### config.mk
export PLATFORM = sky130hd
export DESIGN_NAME = contact_leg_height_fusion_core_flat
export DESIGN_NICKNAME = d
export VERILOG_FILES = /design/src/rtl/clhf_pkg.sv /design/src/rtl/clhf_if.sv /design/src/rtl/clhf_alu.sv /design/src/rtl/contact_leg_height_fusion_core.sv /design/src/flat_wrapper.sv
export SDC_FILE = /design/constraint.sdc
export NUM_CORES = 2
export LEC_CHECK = 0
export BUFFER_PORTS_ARGS = -buffer_cell sky130_fd_sc_hd__buf_4
export CORE_MARGIN = 3
export CORE_UTILIZATION = 40
export CTS_BUF_LIST = sky130_fd_sc_hd__clkbuf_2 sky130_fd_sc_hd__clkbuf_4 sky130_fd_sc_hd__clkbuf_8
export CTS_CLUSTER_DIAMETER = 200
export DETAILED_ROUTE_END_ITERATION = 16
export SLEW_MARGIN = 15
export SYNTH_ARGS = -nofsm -noshare
export SYNTH_HDL_FRONTEND = slang
export SYNTH_HIERARCHICAL = 1
export SYNTH_SLANG_ARGS = --single-unit
### constraint.sdc
create_clock -name clk -period 7.2 [get_ports clk]
set_clock_uncertainty 0.15 [all_clocks]
set_input_delay 0.36 -clock clk [delete_from_list [all_inputs] [get_ports clk]]
set_output_delay 0.36 -clock clk [all_outputs]
set_load 0.02 [all_outputs]
### src/rtl/clhf_pkg.sv
// Shared constants, types and helpers for the contact leg height fusion block.
`default_nettype none

package clhf_pkg;

  localparam int LEG_COUNT     = 4;
  localparam int FRACTION_BITS = 16;

  localparam int H_W    = 24;                               // height field width
  localparam int W_W    = FRACTION_BITS + 1;                // blend weight width
  localparam int MASK_W = LEG_COUNT;
  localparam int CNT_W  = $clog2(LEG_COUNT + 1);            // contact count
  localparam int SUM_W  = H_W + $clog2(LEG_COUNT);          // sum of heights
  localparam int D_W    = H_W + 1;                          // blend difference
  localparam int P_W    = W_W + 1 + D_W;                    // blend product
  localparam int ALU_W  = P_W - FRACTION_BITS + 1;          // shared adder width
  localparam int DIVC_W = $clog2(SUM_W + 1);                // divider bit counter

  localparam logic [W_W-1:0] BLEND_ONE   = W_W'(1 << FRACTION_BITS);
  localparam logic [W_W-1:0] BLEND_RESET = W_W'(64887);

  localparam int METHOD_W = 2;
  localparam logic [METHOD_W-1:0] METHOD_MEAN   = 2'd0;
  localparam logic [METHOD_W-1:0] METHOD_MEDIAN = 2'd1;
  localparam logic [METHOD_W-1:0] METHOD_MAX    = 2'd2;
  localparam logic [METHOD_W-1:0] METHOD_MIN    = 2'd3;

  localparam int CFG_IDX_W  = 1;
  localparam int CFG_DATA_W = W_W;
  localparam logic [CFG_IDX_W-1:0] CFG_METHOD = 1'd0;
  localparam logic [CFG_IDX_W-1:0] CFG_BLEND  = 1'd1;

  typedef enum logic {ALU_ADD, ALU_SUB} alu_op_t;

  typedef logic signed [H_W-1:0]   height_t;
  typedef logic signed [ALU_W-1:0] alu_t;

  function automatic alu_t ext_h(height_t v);
    return {{(ALU_W-H_W){v[H_W-1]}}, v};
  endfunction

endpackage

`default_nettype wire

### src/rtl/clhf_if.sv
// Valid/ready channel interfaces for leg samples and fused height results.
`default_nettype none

interface clhf_in_if;
  logic                              valid;
  logic                              ready;
  clhf_pkg::height_t                 height_leg0;
  clhf_pkg::height_t                 height_leg1;
  clhf_pkg::height_t                 height_leg2;
  clhf_pkg::height_t                 height_leg3;
  logic [clhf_pkg::MASK_W-1:0]       contact_mask;

  modport source (output valid, height_leg0, height_leg1, height_leg2, height_leg3,
                  contact_mask, input ready);
  modport sink   (input valid, height_leg0, height_leg1, height_leg2, height_leg3,
                  contact_mask, output ready);
endinterface

interface clhf_out_if;
  logic              valid;
  logic              ready;
  clhf_pkg::height_t body_height;

  modport source (output valid, body_height, input ready);
  modport sink   (input valid, body_height, output ready);
endinterface

`default_nettype wire

### src/rtl/clhf_alu.sv
// Shared add/subtract unit for arithmetic steps of the sequencer.
`default_nettype none

module clhf_alu (
  input  clhf_pkg::alu_op_t op,
  input  clhf_pkg::alu_t    a,
  input  clhf_pkg::alu_t    b,
  output clhf_pkg::alu_t    res
);

  always_comb begin
    unique case (op)
      clhf_pkg::ALU_ADD: res = a + b;
      clhf_pkg::ALU_SUB: res = a - b;
      default:           res = a + b;
    endcase
  end

endmodule

`default_nettype wire

### src/rtl/contact_leg_height_fusion_core.sv
// Contact-gated leg height fusion (mean/median/max/min) with first-order low-pass output.
// One transaction in, one transaction out. A single adder/subtractor is stepped by a
// sequencer; the block takes no new input until the current one has finished. After
// acceptance: with no leg in contact only the blend steps run; otherwise a serial bubble
// sort over a carry register and a shift line runs (9 compares, 2 regroups, 1 flush),
// then median/max/min run up to 3 rotations, one select/add, and difference, multiply,
// accumulate, and mean runs 4 summing steps, 1 magnitude, 26 restoring divide steps at
// one quotient bit per cycle, 1 sign and 3 blend steps. The divider makes the mean path
// the longest from one acceptance to the next. The finished height sits in an output
// register, so the next sample is taken while it waits to be collected.
`default_nettype none

module contact_leg_height_fusion_core (
  input  wire logic                             clk,
  input  wire logic                             rst_n,
  clhf_in_if.sink                               in_ch,
  clhf_out_if.source                            out_ch,
  input  wire logic                             cfg_we,
  input  wire logic [clhf_pkg::CFG_IDX_W-1:0]   cfg_idx,
  input  wire logic [clhf_pkg::CFG_DATA_W-1:0]  cfg_wdata
);

  localparam int L = clhf_pkg::LEG_COUNT;

  localparam logic [3:0] ST_IDLE = 4'd0;
  localparam logic [3:0] ST_SORT = 4'd1;
  localparam logic [3:0] ST_XFER = 4'd2;
  localparam logic [3:0] ST_FIN  = 4'd3;
  localparam logic [3:0] ST_SEEK = 4'd4;
  localparam logic [3:0] ST_MED  = 4'd5;
  localparam logic [3:0] ST_SUM  = 4'd6;
  localparam logic [3:0] ST_ABS  = 4'd7;
  localparam logic [3:0] ST_DIV  = 4'd8;
  localparam logic [3:0] ST_SIGN = 4'd9;
  localparam logic [3:0] ST_DIFF = 4'd10;
  localparam logic [3:0] ST_MUL  = 4'd11;
  localparam logic [3:0] ST_ACC  = 4'd12;

  logic [3:0]                          state_r;
  logic [clhf_pkg::METHOD_W-1:0]       method_r;
  logic [clhf_pkg::W_W-1:0]            blend_r;
  clhf_pkg::height_t                   last_r;
  logic                                out_valid_r;
  clhf_pkg::height_t                   out_body_r;

  // carry element and shift line of the serial sort
  logic                                cv_r;
  clhf_pkg::height_t                   ch_r;
  logic [L-1:0]                        qv_r;
  clhf_pkg::height_t                   qh_r [L];

  logic [clhf_pkg::CNT_W-1:0]          n_r;
  logic [clhf_pkg::CNT_W-1:0]          step_r;
  logic [clhf_pkg::CNT_W-1:0]          pass_r;
  logic signed [clhf_pkg::SUM_W-1:0]   acc_r;
  logic                                neg_r;
  logic [clhf_pkg::SUM_W-1:0]          mag_r;
  logic [clhf_pkg::CNT_W-1:0]          rem_r;
  logic [clhf_pkg::DIVC_W-1:0]         divc_r;
  clhf_pkg::height_t                   z_r;
  logic signed [clhf_pkg::D_W-1:0]     d_r;
  logic signed [clhf_pkg::P_W-1:0]     p_r;

  clhf_pkg::alu_op_t                   alu_op;
  clhf_pkg::alu_t                      alu_a;
  clhf_pkg::alu_t                      alu_b;
  clhf_pkg::alu_t                      alu_res;

  clhf_pkg::height_t                   in_h [L];
  logic [clhf_pkg::CNT_W-1:0]          in_cnt;
  logic                                in_acc;
  logic                                out_free;
  logic                                gt;
  logic [clhf_pkg::CNT_W-1:0]          tgt;
  logic [clhf_pkg::CNT_W:0]            trial;
  logic [clhf_pkg::W_W-1:0]            wsat;

  assign in_h[0] = in_ch.height_leg0;
  assign in_h[1] = in_ch.height_leg1;
  assign in_h[2] = in_ch.height_leg2;
  assign in_h[3] = in_ch.height_leg3;

  assign in_ch.ready     = (state_r == ST_IDLE);
  assign in_acc          = in_ch.valid && in_ch.ready;
  assign out_ch.valid    = out_valid_r;
  assign out_ch.body_height = out_body_r;
  assign out_free        = !out_valid_r || out_ch.ready;

  assign wsat  = (blend_r > clhf_pkg::BLEND_ONE) ? clhf_pkg::BLEND_ONE : blend_r;
  assign trial = {rem_r, mag_r[clhf_pkg::SUM_W-1]};

  // carry is larger: missing contacts sort above every real height
  assign gt = (!cv_r && qv_r[0]) || ((cv_r == qv_r[0]) && alu_res[clhf_pkg::ALU_W-1]);

  always_comb begin
    in_cnt = '0;
    for (int i = 0; i < L; i++) begin
      in_cnt = in_cnt + clhf_pkg::CNT_W'(in_ch.contact_mask[i]);
    end
  end

  always_comb begin
    unique case (method_r)
      clhf_pkg::METHOD_MAX:    tgt = n_r - clhf_pkg::CNT_W'(1);
      clhf_pkg::METHOD_MEDIAN: tgt = (n_r - clhf_pkg::CNT_W'(1)) >> 1;
      default:                 tgt = '0;
    endcase
  end

  always_comb begin
    alu_op = clhf_pkg::ALU_ADD;
    alu_a  = '0;
    alu_b  = '0;
    unique case (state_r)
      ST_SORT: begin
        alu_op = clhf_pkg::ALU_SUB;
        alu_a  = clhf_pkg::ext_h(qh_r[0]);
        alu_b  = clhf_pkg::ext_h(ch_r);
      end
      ST_MED: begin
        alu_a = clhf_pkg::ext_h(qh_r[0]);
        alu_b = clhf_pkg::ext_h(qh_r[1]);
      end
      ST_SUM: begin
        alu_a = {{(clhf_pkg::ALU_W-clhf_pkg::SUM_W){acc_r[clhf_pkg::SUM_W-1]}}, acc_r};
        alu_b = qv_r[0] ? clhf_pkg::ext_h(qh_r[0]) : '0;
      end
      ST_ABS: begin
        alu_op = clhf_pkg::ALU_SUB;
        alu_b  = {{(clhf_pkg::ALU_W-clhf_pkg::SUM_W){acc_r[clhf_pkg::SUM_W-1]}}, acc_r};
      end
      ST_DIV: begin
        alu_op = clhf_pkg::ALU_SUB;
        alu_a  = {{(clhf_pkg::ALU_W-clhf_pkg::CNT_W-1){1'b0}}, trial};
        alu_b  = {{(clhf_pkg::ALU_W-clhf_pkg::CNT_W){1'b0}}, n_r};
      end
      ST_SIGN: begin
        alu_op = clhf_pkg::ALU_SUB;
        alu_b  = {{(clhf_pkg::ALU_W-clhf_pkg::SUM_W){1'b0}}, mag_r};
      end
      ST_DIFF: begin
        alu_op = clhf_pkg::ALU_SUB;
        alu_a  = clhf_pkg::ext_h(z_r);
        alu_b  = clhf_pkg::ext_h(last_r);
      end
      ST_ACC: begin
        alu_a = clhf_pkg::ext_h(last_r);
        alu_b = {p_r[clhf_pkg::P_W-1], p_r[clhf_pkg::P_W-1:clhf_pkg::FRACTION_BITS]};
      end
      default: begin
        alu_op = clhf_pkg::ALU_ADD;
      end
    endcase
  end

  clhf_alu u_alu (
    .op  (alu_op),
    .a   (alu_a),
    .b   (alu_b),
    .res (alu_res)
  );

  // control state
  always_ff @(posedge clk) begin
    if (!rst_n) begin
      state_r     <= ST_IDLE;
      method_r    <= clhf_pkg::METHOD_MEAN;
      blend_r     <= clhf_pkg::BLEND_RESET;
      last_r      <= '0;
      out_valid_r <= 1'b0;
    end else begin
      if (cfg_we) begin
        unique case (cfg_idx)
          clhf_pkg::CFG_METHOD: method_r <= cfg_wdata[clhf_pkg::METHOD_W-1:0];
          clhf_pkg::CFG_BLEND:  blend_r  <= cfg_wdata;
          default:              blend_r  <= blend_r;
        endcase
      end
      // the accumulate step reloads the output register itself
      if (out_valid_r && out_ch.ready && state_r != ST_ACC) begin
        out_valid_r <= 1'b0;
      end
      unique case (state_r)
        ST_IDLE: begin
          if (in_acc) begin
            state_r <= (in_cnt == '0) ? ST_DIFF : ST_SORT;
          end
        end
        ST_SORT: begin
          if (step_r == clhf_pkg::CNT_W'(L - 1)) begin
            state_r <= (pass_r == clhf_pkg::CNT_W'(L - 2)) ? ST_FIN : ST_XFER;
          end
        end
        ST_XFER: state_r <= ST_SORT;
        ST_FIN: begin
          if (method_r == clhf_pkg::METHOD_MEAN) begin
            state_r <= ST_SUM;
          end else begin
            state_r <= (tgt == '0) ? ST_MED : ST_SEEK;
          end
        end
        ST_SEEK: begin
          if (step_r == clhf_pkg::CNT_W'(1)) begin
            state_r <= ST_MED;
          end
        end
        ST_MED: state_r <= ST_DIFF;
        ST_SUM: begin
          if (step_r == clhf_pkg::CNT_W'(L - 1)) begin
            state_r <= ST_ABS;
          end
        end
        ST_ABS: state_r <= ST_DIV;
        ST_DIV: begin
          if (divc_r == clhf_pkg::DIVC_W'(1)) begin
            state_r <= ST_SIGN;
          end
        end
        ST_SIGN: state_r <= ST_DIFF;
        ST_DIFF: state_r <= ST_MUL;
        ST_MUL:  state_r <= ST_ACC;
        ST_ACC: begin
          // hold until the output register is free
          if (out_free) begin
            last_r      <= alu_res[clhf_pkg::H_W-1:0];
            out_valid_r <= 1'b1;
            state_r     <= ST_IDLE;
          end
        end
        default: state_r <= ST_IDLE;
      endcase
    end
  end

  // datapath
  always_ff @(posedge clk) begin
    unique case (state_r)
      ST_IDLE: begin
        if (in_acc) begin
          cv_r   <= in_ch.contact_mask[0];
          ch_r   <= in_h[0];
          for (int i = 0; i < L - 1; i++) begin
            qv_r[i] <= in_ch.contact_mask[i+1];
            qh_r[i] <= in_h[i+1];
          end
          qv_r[L-1] <= 1'b0;
          n_r    <= in_cnt;
          z_r    <= last_r;
          step_r <= clhf_pkg::CNT_W'(1);
          pass_r <= '0;
        end
      end
      ST_SORT: begin
        for (int i = 0; i < L - 1; i++) begin
          qv_r[i] <= qv_r[i+1];
          qh_r[i] <= qh_r[i+1];
        end
        qv_r[L-1] <= gt ? qv_r[0] : cv_r;
        qh_r[L-1] <= gt ? qh_r[0] : ch_r;
        if (!gt) begin
          cv_r <= qv_r[0];
          ch_r <= qh_r[0];
        end
        step_r <= step_r + clhf_pkg::CNT_W'(1);
        if (step_r == clhf_pkg::CNT_W'(L - 1)) begin
          pass_r <= pass_r + clhf_pkg::CNT_W'(1);
        end
      end
      ST_XFER: begin
        // drop the empty head slot, restart the carry, park the pass maximum
        cv_r <= qv_r[1];
        ch_r <= qh_r[1];
        for (int i = 0; i < L - 2; i++) begin
          qv_r[i] <= qv_r[i+2];
          qh_r[i] <= qh_r[i+2];
        end
        qv_r[L-2] <= cv_r;
        qh_r[L-2] <= ch_r;
        step_r    <= clhf_pkg::CNT_W'(1);
      end
      ST_FIN: begin
        for (int i = 0; i < L - 1; i++) begin
          qv_r[i] <= qv_r[i+1];
          qh_r[i] <= qh_r[i+1];
        end
        qv_r[L-1] <= cv_r;
        qh_r[L-1] <= ch_r;
        acc_r     <= '0;
        step_r    <= (method_r == clhf_pkg::METHOD_MEAN) ? '0 : tgt;
      end
      ST_SEEK, ST_SUM: begin
        for (int i = 0; i < L - 1; i++) begin
          qv_r[i] <= qv_r[i+1];
          qh_r[i] <= qh_r[i+1];
        end
        qv_r[L-1] <= qv_r[0];
        qh_r[L-1] <= qh_r[0];
        if (state_r == ST_SUM) begin
          acc_r  <= alu_res[clhf_pkg::SUM_W-1:0];
          step_r <= step_r + clhf_pkg::CNT_W'(1);
        end else begin
          step_r <= step_r - clhf_pkg::CNT_W'(1);
        end
      end
      ST_MED: begin
        if (method_r == clhf_pkg::METHOD_MEDIAN && !n_r[0]) begin
          z_r <= alu_res[clhf_pkg::H_W:1];
        end else begin
          z_r <= qh_r[0];
        end
      end
      ST_ABS: begin
        neg_r  <= acc_r[clhf_pkg::SUM_W-1];
        mag_r  <= acc_r[clhf_pkg::SUM_W-1] ? alu_res[clhf_pkg::SUM_W-1:0] : acc_r;
        rem_r  <= '0;
        divc_r <= clhf_pkg::DIVC_W'(clhf_pkg::SUM_W);
      end
      ST_DIV: begin
        // restoring step: quotient bits shift in behind the dividend
        if (!alu_res[clhf_pkg::ALU_W-1]) begin
          rem_r <= alu_res[clhf_pkg::CNT_W-1:0];
        end else begin
          rem_r <= trial[clhf_pkg::CNT_W-1:0];
        end
        mag_r  <= {mag_r[clhf_pkg::SUM_W-2:0], !alu_res[clhf_pkg::ALU_W-1]};
        divc_r <= divc_r - clhf_pkg::DIVC_W'(1);
      end
      ST_SIGN: begin
        z_r <= neg_r ? alu_res[clhf_pkg::H_W-1:0] : mag_r[clhf_pkg::H_W-1:0];
      end
      ST_DIFF: d_r <= alu_res[clhf_pkg::D_W-1:0];
      ST_MUL:  p_r <= signed'({1'b0, wsat}) * d_r;
      ST_ACC: begin
        if (out_free) begin
          out_body_r <= alu_res[clhf_pkg::H_W-1:0];
        end
      end
      default: begin
        z_r <= z_r;
      end
    endcase
  end

  // checks
  a_div_rem_below_count: assert property (@(posedge clk) disable iff (!rst_n)
    state_r == ST_DIV |-> rem_r < n_r)
    else $error("divider remainder not below contact count");

  a_sort_packs_contacts: assert property (@(posedge clk) disable iff (!rst_n)
    state_r == ST_FIN |=> qv_r[0] && ($countones(qv_r) == int'(n_r)))
    else $error("sorted line does not hold the contacting legs first");

  a_busy_after_accept: assert property (@(posedge clk) disable iff (!rst_n)
    in_acc |=> !in_ch.ready)
    else $error("new transaction taken right after acceptance");

  a_output_matches_state: assert property (@(posedge clk) disable iff (!rst_n)
    (state_r == ST_ACC && out_free) |=> out_valid_r && (out_body_r == last_r))
    else $error("emitted height differs from stored filter state");

endmodule

`default_nettype wire

### src/flat_wrapper.sv
// flat-port wrapper written by rule: the top's interface ports become plain ports
module contact_leg_height_fusion_core_flat 
  (clk, rst_n, cfg_we, cfg_idx, cfg_wdata, in_ch_valid, in_ch_height_leg0, in_ch_height_leg1, in_ch_height_leg2, in_ch_height_leg3, in_ch_contact_mask, in_ch_ready, out_ch_valid, out_ch_body_height, out_ch_ready);
  clhf_in_if in_ch_i ();
  clhf_out_if out_ch_i ();
  input  wire logic clk;
  input  wire logic rst_n;
  input  wire logic cfg_we;
  input  wire logic [clhf_pkg::CFG_IDX_W-1:0] cfg_idx;
  input  wire logic [clhf_pkg::CFG_DATA_W-1:0] cfg_wdata;
  input wire logic [$bits(in_ch_i.valid)-1:0] in_ch_valid;
  input wire logic [$bits(in_ch_i.height_leg0)-1:0] in_ch_height_leg0;
  input wire logic [$bits(in_ch_i.height_leg1)-1:0] in_ch_height_leg1;
  input wire logic [$bits(in_ch_i.height_leg2)-1:0] in_ch_height_leg2;
  input wire logic [$bits(in_ch_i.height_leg3)-1:0] in_ch_height_leg3;
  input wire logic [$bits(in_ch_i.contact_mask)-1:0] in_ch_contact_mask;
  output wire logic [$bits(in_ch_i.ready)-1:0] in_ch_ready;
  output wire logic [$bits(out_ch_i.valid)-1:0] out_ch_valid;
  output wire logic [$bits(out_ch_i.body_height)-1:0] out_ch_body_height;
  input wire logic [$bits(out_ch_i.ready)-1:0] out_ch_ready;
  assign in_ch_i.valid = in_ch_valid;
  assign in_ch_i.height_leg0 = in_ch_height_leg0;
  assign in_ch_i.height_leg1 = in_ch_height_leg1;
  assign in_ch_i.height_leg2 = in_ch_height_leg2;
  assign in_ch_i.height_leg3 = in_ch_height_leg3;
  assign in_ch_i.contact_mask = in_ch_contact_mask;
  assign in_ch_ready = in_ch_i.ready;
  assign out_ch_valid = out_ch_i.valid;
  assign out_ch_body_height = out_ch_i.body_height;
  assign out_ch_i.ready = out_ch_ready;
  contact_leg_height_fusion_core u_core (.clk(clk), .rst_n(rst_n), .in_ch(in_ch_i), .out_ch(out_ch_i), .cfg_we(cfg_we), .cfg_idx(cfg_idx), .cfg_wdata(cfg_wdata));
endmodule
[Word level (Yosys, flattened, before mapping)]
Memory sizes are Yosys's and may differ from the RTL's.
Index checks and enable logic that the tools add are counted.
Word-level totals
  register bits: 263
  RAM bits: 96
  input port bits: 123
  output and inout port bits: 26
  word-level logic and storage cells: 194
  memories: 1
Memories
  u_core.qh_r: depth 4, width 24, read ports 4, clocked after Yosys merged registers in 0, write ports 4, line contact_leg_height_fusion_core.sv:50  | clhf_pkg::height_t qh_r [L];
Operators by class
  $add $sub $neg: 10
  multiply operators: 1
  $lt $le $gt $ge: 1
  equality and inequality tests: 28
  muxes and demuxes: 75
  bitwise operators: 16
  reduce and logical (&&, ||, !) cells: 41
Operator list (number)
  $mux 24: 20
  $pmux 28 s8: 1
  $pmux 24 s3: 2
  $pmux 28 s5: 1
  $pmux 26 s2: 2
  $pmux 28 s2: 1
  $mux 26: 2
  $pmux 4 s12: 1
  $mul 18x25->43: 1
  $mux 4: 9
  $add 28x28->28: 1
  $mux 28: 1
  $sub 28x28->28: 1
  $eq 4x4->1 const B: 5
  $mux 1: 20
  $mux 3: 6
  $pmux 3 s2: 3
  $reduce_and 2->1: 9
  $gt 17x17->1 const B: 1
  $mux 17: 1
  $eq 4x3->1 const B: 4
  $pmux 3 s5: 1
  $or 1x1->1: 14
  $ne 2x1->1 const B: 6
  other kinds (35): 59

[Depth between registers and ports, before layout]
  depth after elaboration: 10
  depth in mapped cells: 28

[By module]
Netlist, hierarchy kept.
Modules (own cells, without submodules)
  contact_leg_height_fusion_core: instances 1, cells each 3045, area each 31320.0 um2
  clhf_alu: instances 1, cells each 298, area each 2057.0 um2

[Least setup slack after synthesis]
Ideal clock, no wire load.
  kind: reg-to-reg
  start point: register u_core.state_r[2]
  end point: register u_core.ch_r[0], enable pin
  library setup time: 438 ps
  data arrival time: 7138 ps
  required time: 6612 ps
  setup slack: -526 ps
  stages on the path, launching flop included: 26
  buffers on the path: 4
  period minus slack after synthesis: 7726 ps
  cell sequence: dfxtp_1 nor2_1 and3_1 clkbuf_1 clkbuf_1 clkbuf_1 a222oi_1 nand3_1 or4_4 or4_4 nor2_4 nand3b_4 nor4_1 nor2_1 xnor2_1 ha_1 a21oi_1 o21ai_0 nand4b_1 a21oi_1 o21ai_0 xnor2_1 buf_1 a21oi_1 a31oi_1 nor3_1
Between the ends
  elaborated cells between the ends (all ways): 26
RTL lines
  start, declared: line contact_leg_height_fusion_core.sv:39  | logic [3:0] state_r;
  start signal, assigned: line contact_leg_height_fusion_core.sv:186  | state_r <= (in_cnt == '0) ? ST_DIFF : ST_SORT;
  start signal, assigned: line contact_leg_height_fusion_core.sv:191  | state_r <= (pass_r == clhf_pkg::CNT_W'(L - 2)) ? ST_FIN : ST_XFER;
  start signal, assigned: line contact_leg_height_fusion_core.sv:199  | state_r <= (tgt == '0) ? ST_MED : ST_SEEK;
  $eq 4x4->1 (tied with other cells): line contact_leg_height_fusion_core.sv:114  | unique case (state_r)
  $pmux 28 s8 *: line contact_leg_height_fusion_core.sv:114
  net u_core.alu_b[2]: line contact_leg_height_fusion_core.sv:66  | clhf_pkg::alu_t alu_b;
  $sub 28x28->28 or $add 28x28->28 (tied branches): line clhf_alu.sv:14, clhf_alu.sv:13
  $pmux 28 s2 *: line clhf_alu.sv:12  | unique case (op)
  net u_core.alu_res[27]: line contact_leg_height_fusion_core.sv:67  | clhf_pkg::alu_t alu_res;
  $logic_and 1x1->1 *: line contact_leg_height_fusion_core.sv:93  | assign gt = (!cv_r && qv_r[0]) || ((cv_r == qv_r[0]) && alu_res[clhf_pkg::ALU_W-1]);
  $logic_or 1x1->1 *: line contact_leg_height_fusion_core.sv:93
  $ne 2x2->1 (no line) *
  $reduce_and 3->1 (no line) *
  end signal, assigned: line contact_leg_height_fusion_core.sv:241  | ch_r <= in_h[0];
  end signal, assigned: line contact_leg_height_fusion_core.sv:262  | ch_r <= qh_r[0];
  end signal, assigned: line contact_leg_height_fusion_core.sv:272  | ch_r <= qh_r[1];
  end, declared: line contact_leg_height_fusion_core.sv:48  | clhf_pkg::height_t ch_r;
Mark *: on every way through the listed nets, which the timed path passes. The rest lies on a longest branch.
A chain may end at the register's enable or synchronous reset.

[Worst setup path in the final report]
  start point: register u_core/blend_r[7] (netlist name)
  end point: register u_core/p_r[39] (netlist name) (data pin)
Between the ends
  word-level cells in the longest chain between the ends: 3
RTL lines
  start, declared: line contact_leg_height_fusion_core.sv:41  | logic [clhf_pkg::W_W-1:0] blend_r;
  start signal, assigned: line contact_leg_height_fusion_core.sv:168  | blend_r <= clhf_pkg::BLEND_RESET;
  start signal, assigned: line contact_leg_height_fusion_core.sv:175  | clhf_pkg::CFG_BLEND: blend_r <= cfg_wdata;
  start signal, assigned: line contact_leg_height_fusion_core.sv:176  | default: blend_r <= blend_r;
  $gt 17x17->1: line contact_leg_height_fusion_core.sv:89  | assign wsat = (blend_r > clhf_pkg::BLEND_ONE) ? clhf_pkg::BLEND_ONE : blend_r;
  $mux 17 *: line contact_leg_height_fusion_core.sv:89
  $mul 18x25->43 *: line contact_leg_height_fusion_core.sv:332  | ST_MUL: p_r <= signed'({1'b0, wsat}) * d_r;
  end signal, assigned: line contact_leg_height_fusion_core.sv:332
  end, declared: line contact_leg_height_fusion_core.sv:62  | logic signed [clhf_pkg::P_W-1:0] p_r;
Every way passes the cells marked *; elsewhere a longest branch is shown, timed or not.

==> results.sh <==
export IMPL_io_buffers=148
export IMPL_start_util_pct=40.5
export IMPL_grt_max_degree=55
export IMPL_fmax_mhz=142
export IMPL_use_met1_pct=30.7
export IMPL_grt_antenna_before_repair=3
export IMPL_cts_tree="done"
export IMPL_grt_total_usage_pct=23.4
export IMPL_max_stage_delay_ns=0.53
export IMPL_place_gp_congestion=0.903
export IMPL_syn_num_nets=4015
export IMPL_tightest_slew_ns=1.21
export IMPL_rr_endpoint="u_core/p_r[39]"
export IMPL_hold_viol_final=0
export IMPL_viasPerCell=5.46
export IMPL_antenna_left=0
export IMPL_whs_path_depth=3
export IMPL_drt_wl_total_um=102000
export IMPL_area_growth_pct=19.0
export IMPL_io_pins=149
export IMPL_min_from="rst_n"
export IMPL_path_class="flop to flop"
export IMPL_grt_busiest_layer="met2"
export IMPL_yosysWarnings=6
export IMPL_crit_fanout=10
export IMPL_status="finished, final reports clean"
export IMPL_period_minus_slack_ns=7.02
export IMPL_slew_limit_headroom_pct=19.4
export IMPL_cts_sinks=343
export IMPL_synth_cells=3331
export IMPL_syn_area_per_cell_um2=10.0
export IMPL_final_nets=4360
export IMPL_die_area_mm2=0.0868
export IMPL_clockBufferDepth=3
export IMPL_die_w_um=295
export IMPL_overflow=0
export IMPL_crit_start="u_core/blend_r[7]"
export IMPL_rsz0062_at_grt="true"
export IMPL_cp_end_kind="flop"
export IMPL_fin_tns_setup_ns=0
export IMPL_dp_cells=4547
export IMPL_post_drt_wl_per_cell_um=21.3
export IMPL_cts_buffers=54
export IMPL_drc=0
export IMPL_finalMaxSlewViolations=0
export IMPL_grt_first_pass_wirelength_um=157000
export IMPL_met2_usage_pct=39.5
export IMPL_core_area_mm2=0.0822
export IMPL_fin_crit_sh_pct=97.6
export IMPL_syn_cell_area_mm2=0.0333
export IMPL_slowest_stage="fa_1"
export IMPL_vias=26200
export IMPL_startpoint_type="flop"
export IMPL_worstPathArrival_ns=7.42
export IMPL_drv_cap=0
export IMPL_clockRootBuffer="clkbuf_8"
export IMPL_grt_pass1_vias=27000
export IMPL_dp_hpwl_um=74800
export IMPL_drtPass1Iterations=11
export IMPL_finalSetupViolCount=0
export IMPL_cts_clk_slew_worst_paths_ns=0.06
export IMPL_fill_cells=7723
export IMPL_r2r_start="u_core/blend_r[7]"
export IMPL_worst_ep_required_time_ns=7.59
export IMPL_grt_use_met3_pct=4.08
export IMPL_drive_above_1_share_pct=16.0
export IMPL_final_area_mm2=0.0396
export IMPL_fp_dieH_um=295
export IMPL_worst_skew_pair_late_latency_ns=0.69
export IMPL_reg2reg_depth=25
export IMPL_finalNonFillerCells=4792
export IMPL_fp_row_count=105
export IMPL_htree_levels=2
export IMPL_hold_path_class="input port to flop"
export IMPL_drtIter0Drc=2610
export IMPL_crit_top_cell="fa_1"
export IMPL_place_area_mm2=0.0366
export IMPL_reg2reg_slack_ns=0.18
export IMPL_min_to="u_core/state_r[3]"
## cell usage in the layout (no fill, tap or decap), types with 9 or more instances in the layout
cell	count
a21boi_0	20
a21boi_1	9
a21o_1	12
a21oi_1	109
a221o_1	21
a222oi_1	98
a22o_1	24
a22oi_1	39
a31oi_1	14
and2_1	268
and2_4	9
buf_12	12
buf_4	319
buf_6	14
clkbuf_4	19
clkbuf_8	54
clkinv_1	17
dfxtp_1	41
dlygate4sd3_1	121
edfxtp_1	295
fa_1	404
fa_2	12
ha_1	133
inv_1	556
inv_2	10
mux2_2	44
mux2i_1	79
nand2_1	401
nand2b_1	10
nand3_1	33
nor2_1	111
nor2b_1	18
nor3_1	17
o21ai_0	55
o221ai_1	26
o22ai_1	24
xnor2_1	71
xor2_1	21
## worst max path at each step
| stage | end | cells past startpoint | slack, ns |
|---|---|---|---|
| final | u_core/p_r[39] | 25 | 0.18 |
| after detailed placement | u_core/p_r[39] | 25 | -0.1 |
| after CTS | u_core/p_r[39] | 25 | 0.02 |
| after global routing | u_core/p_r[39] | 25 | -0.13 |
| after global placement | u_core/p_r[39] | 26 | -0.04 |
| after floorplan | u_core/p_r[39] | 24 | 0.18 |
## layout make-up
type / count / area, µm² / share of cell area (%)
Timing Repair Buffer: 470 / 4050 / 10.2
Multi-Input combinational cell: 2241 / 21200 / 53.4
Clock buffer: 70 / 863 / 2.18
Inverter: 566 / 2120 / 5.36
Clock inverter: 29 / 262 / 0.660
Sequential cell: 343 / 9830 / 24.8
Antenna cell: 3 / 7.51 / 0.0189
Tap cell: 1070 / 1340 / 3.38
## worst max-delay path: cells and delay by family, from the launching register on
| family | cells | cell delay [ns] |
|---|---|---|
| buf+inv | 7 | 0.80 |
| flops | 1 | 0.33 |
| fa+ha+maj | 7 | 3.30 |
| simple gates | 6 | 1.52 |
| compound gates | 5 | 0.80 |
## state kept, by name, indices dropped and copies added, names as in the netlist, 4 cells and up
signal                     flops
u_core/last_r                 24
u_core/out_ch.body_height     24
u_core/acc_r                  26
u_core/d_r                    25
u_core/ch_r                   24
u_core/p_r                    27
u_core/z_r                    24
u_core/state_r                 4
u_core/divc_r                  5
u_core/qv_r                    4
u_core/qh_r                   96
u_core/blend_r                17
u_core/mag_r                  26
## layer usage
layer / wire length [µm] / part of all wire [%]
met1: 41600 / 41
met2: 49100 / 48
met3: 8090 / 7.9
met4: 3280 / 3.2
met5: 40 / 0.039
## per-stage QoR
step           utilization, %  hold WS [ns]  worst slack (ns)
2_1_floorplan               -         0.296             0.182
3_3_place_gp             44.5         0.327           -0.0423
3_5_place_dp             44.5         0.330           -0.0976
4_1_cts                  47.4        0.0178            0.0170
5_1_grt                  48.2        0.0451            -0.126
6_report                 48.2        0.0556             0.176
## timing repair
| item | in CTS | in global routing |
|---|---|---|
| hold buffers | 121 | 0 |
| endpoints found under the setup margin | 4 | 55 |
| buffers inserted | 0 | 16 |
| pin swaps | 0 | 39 |
| gates cloned | 0 | 6 |
| hold endpoints to repair | 121 | 0 |
| resized for setup | 3 | 119 |
Power is left out: the tool's default activity adds up to more than one toggle a clock period on the data nets, which glitch-free logic cannot reach.
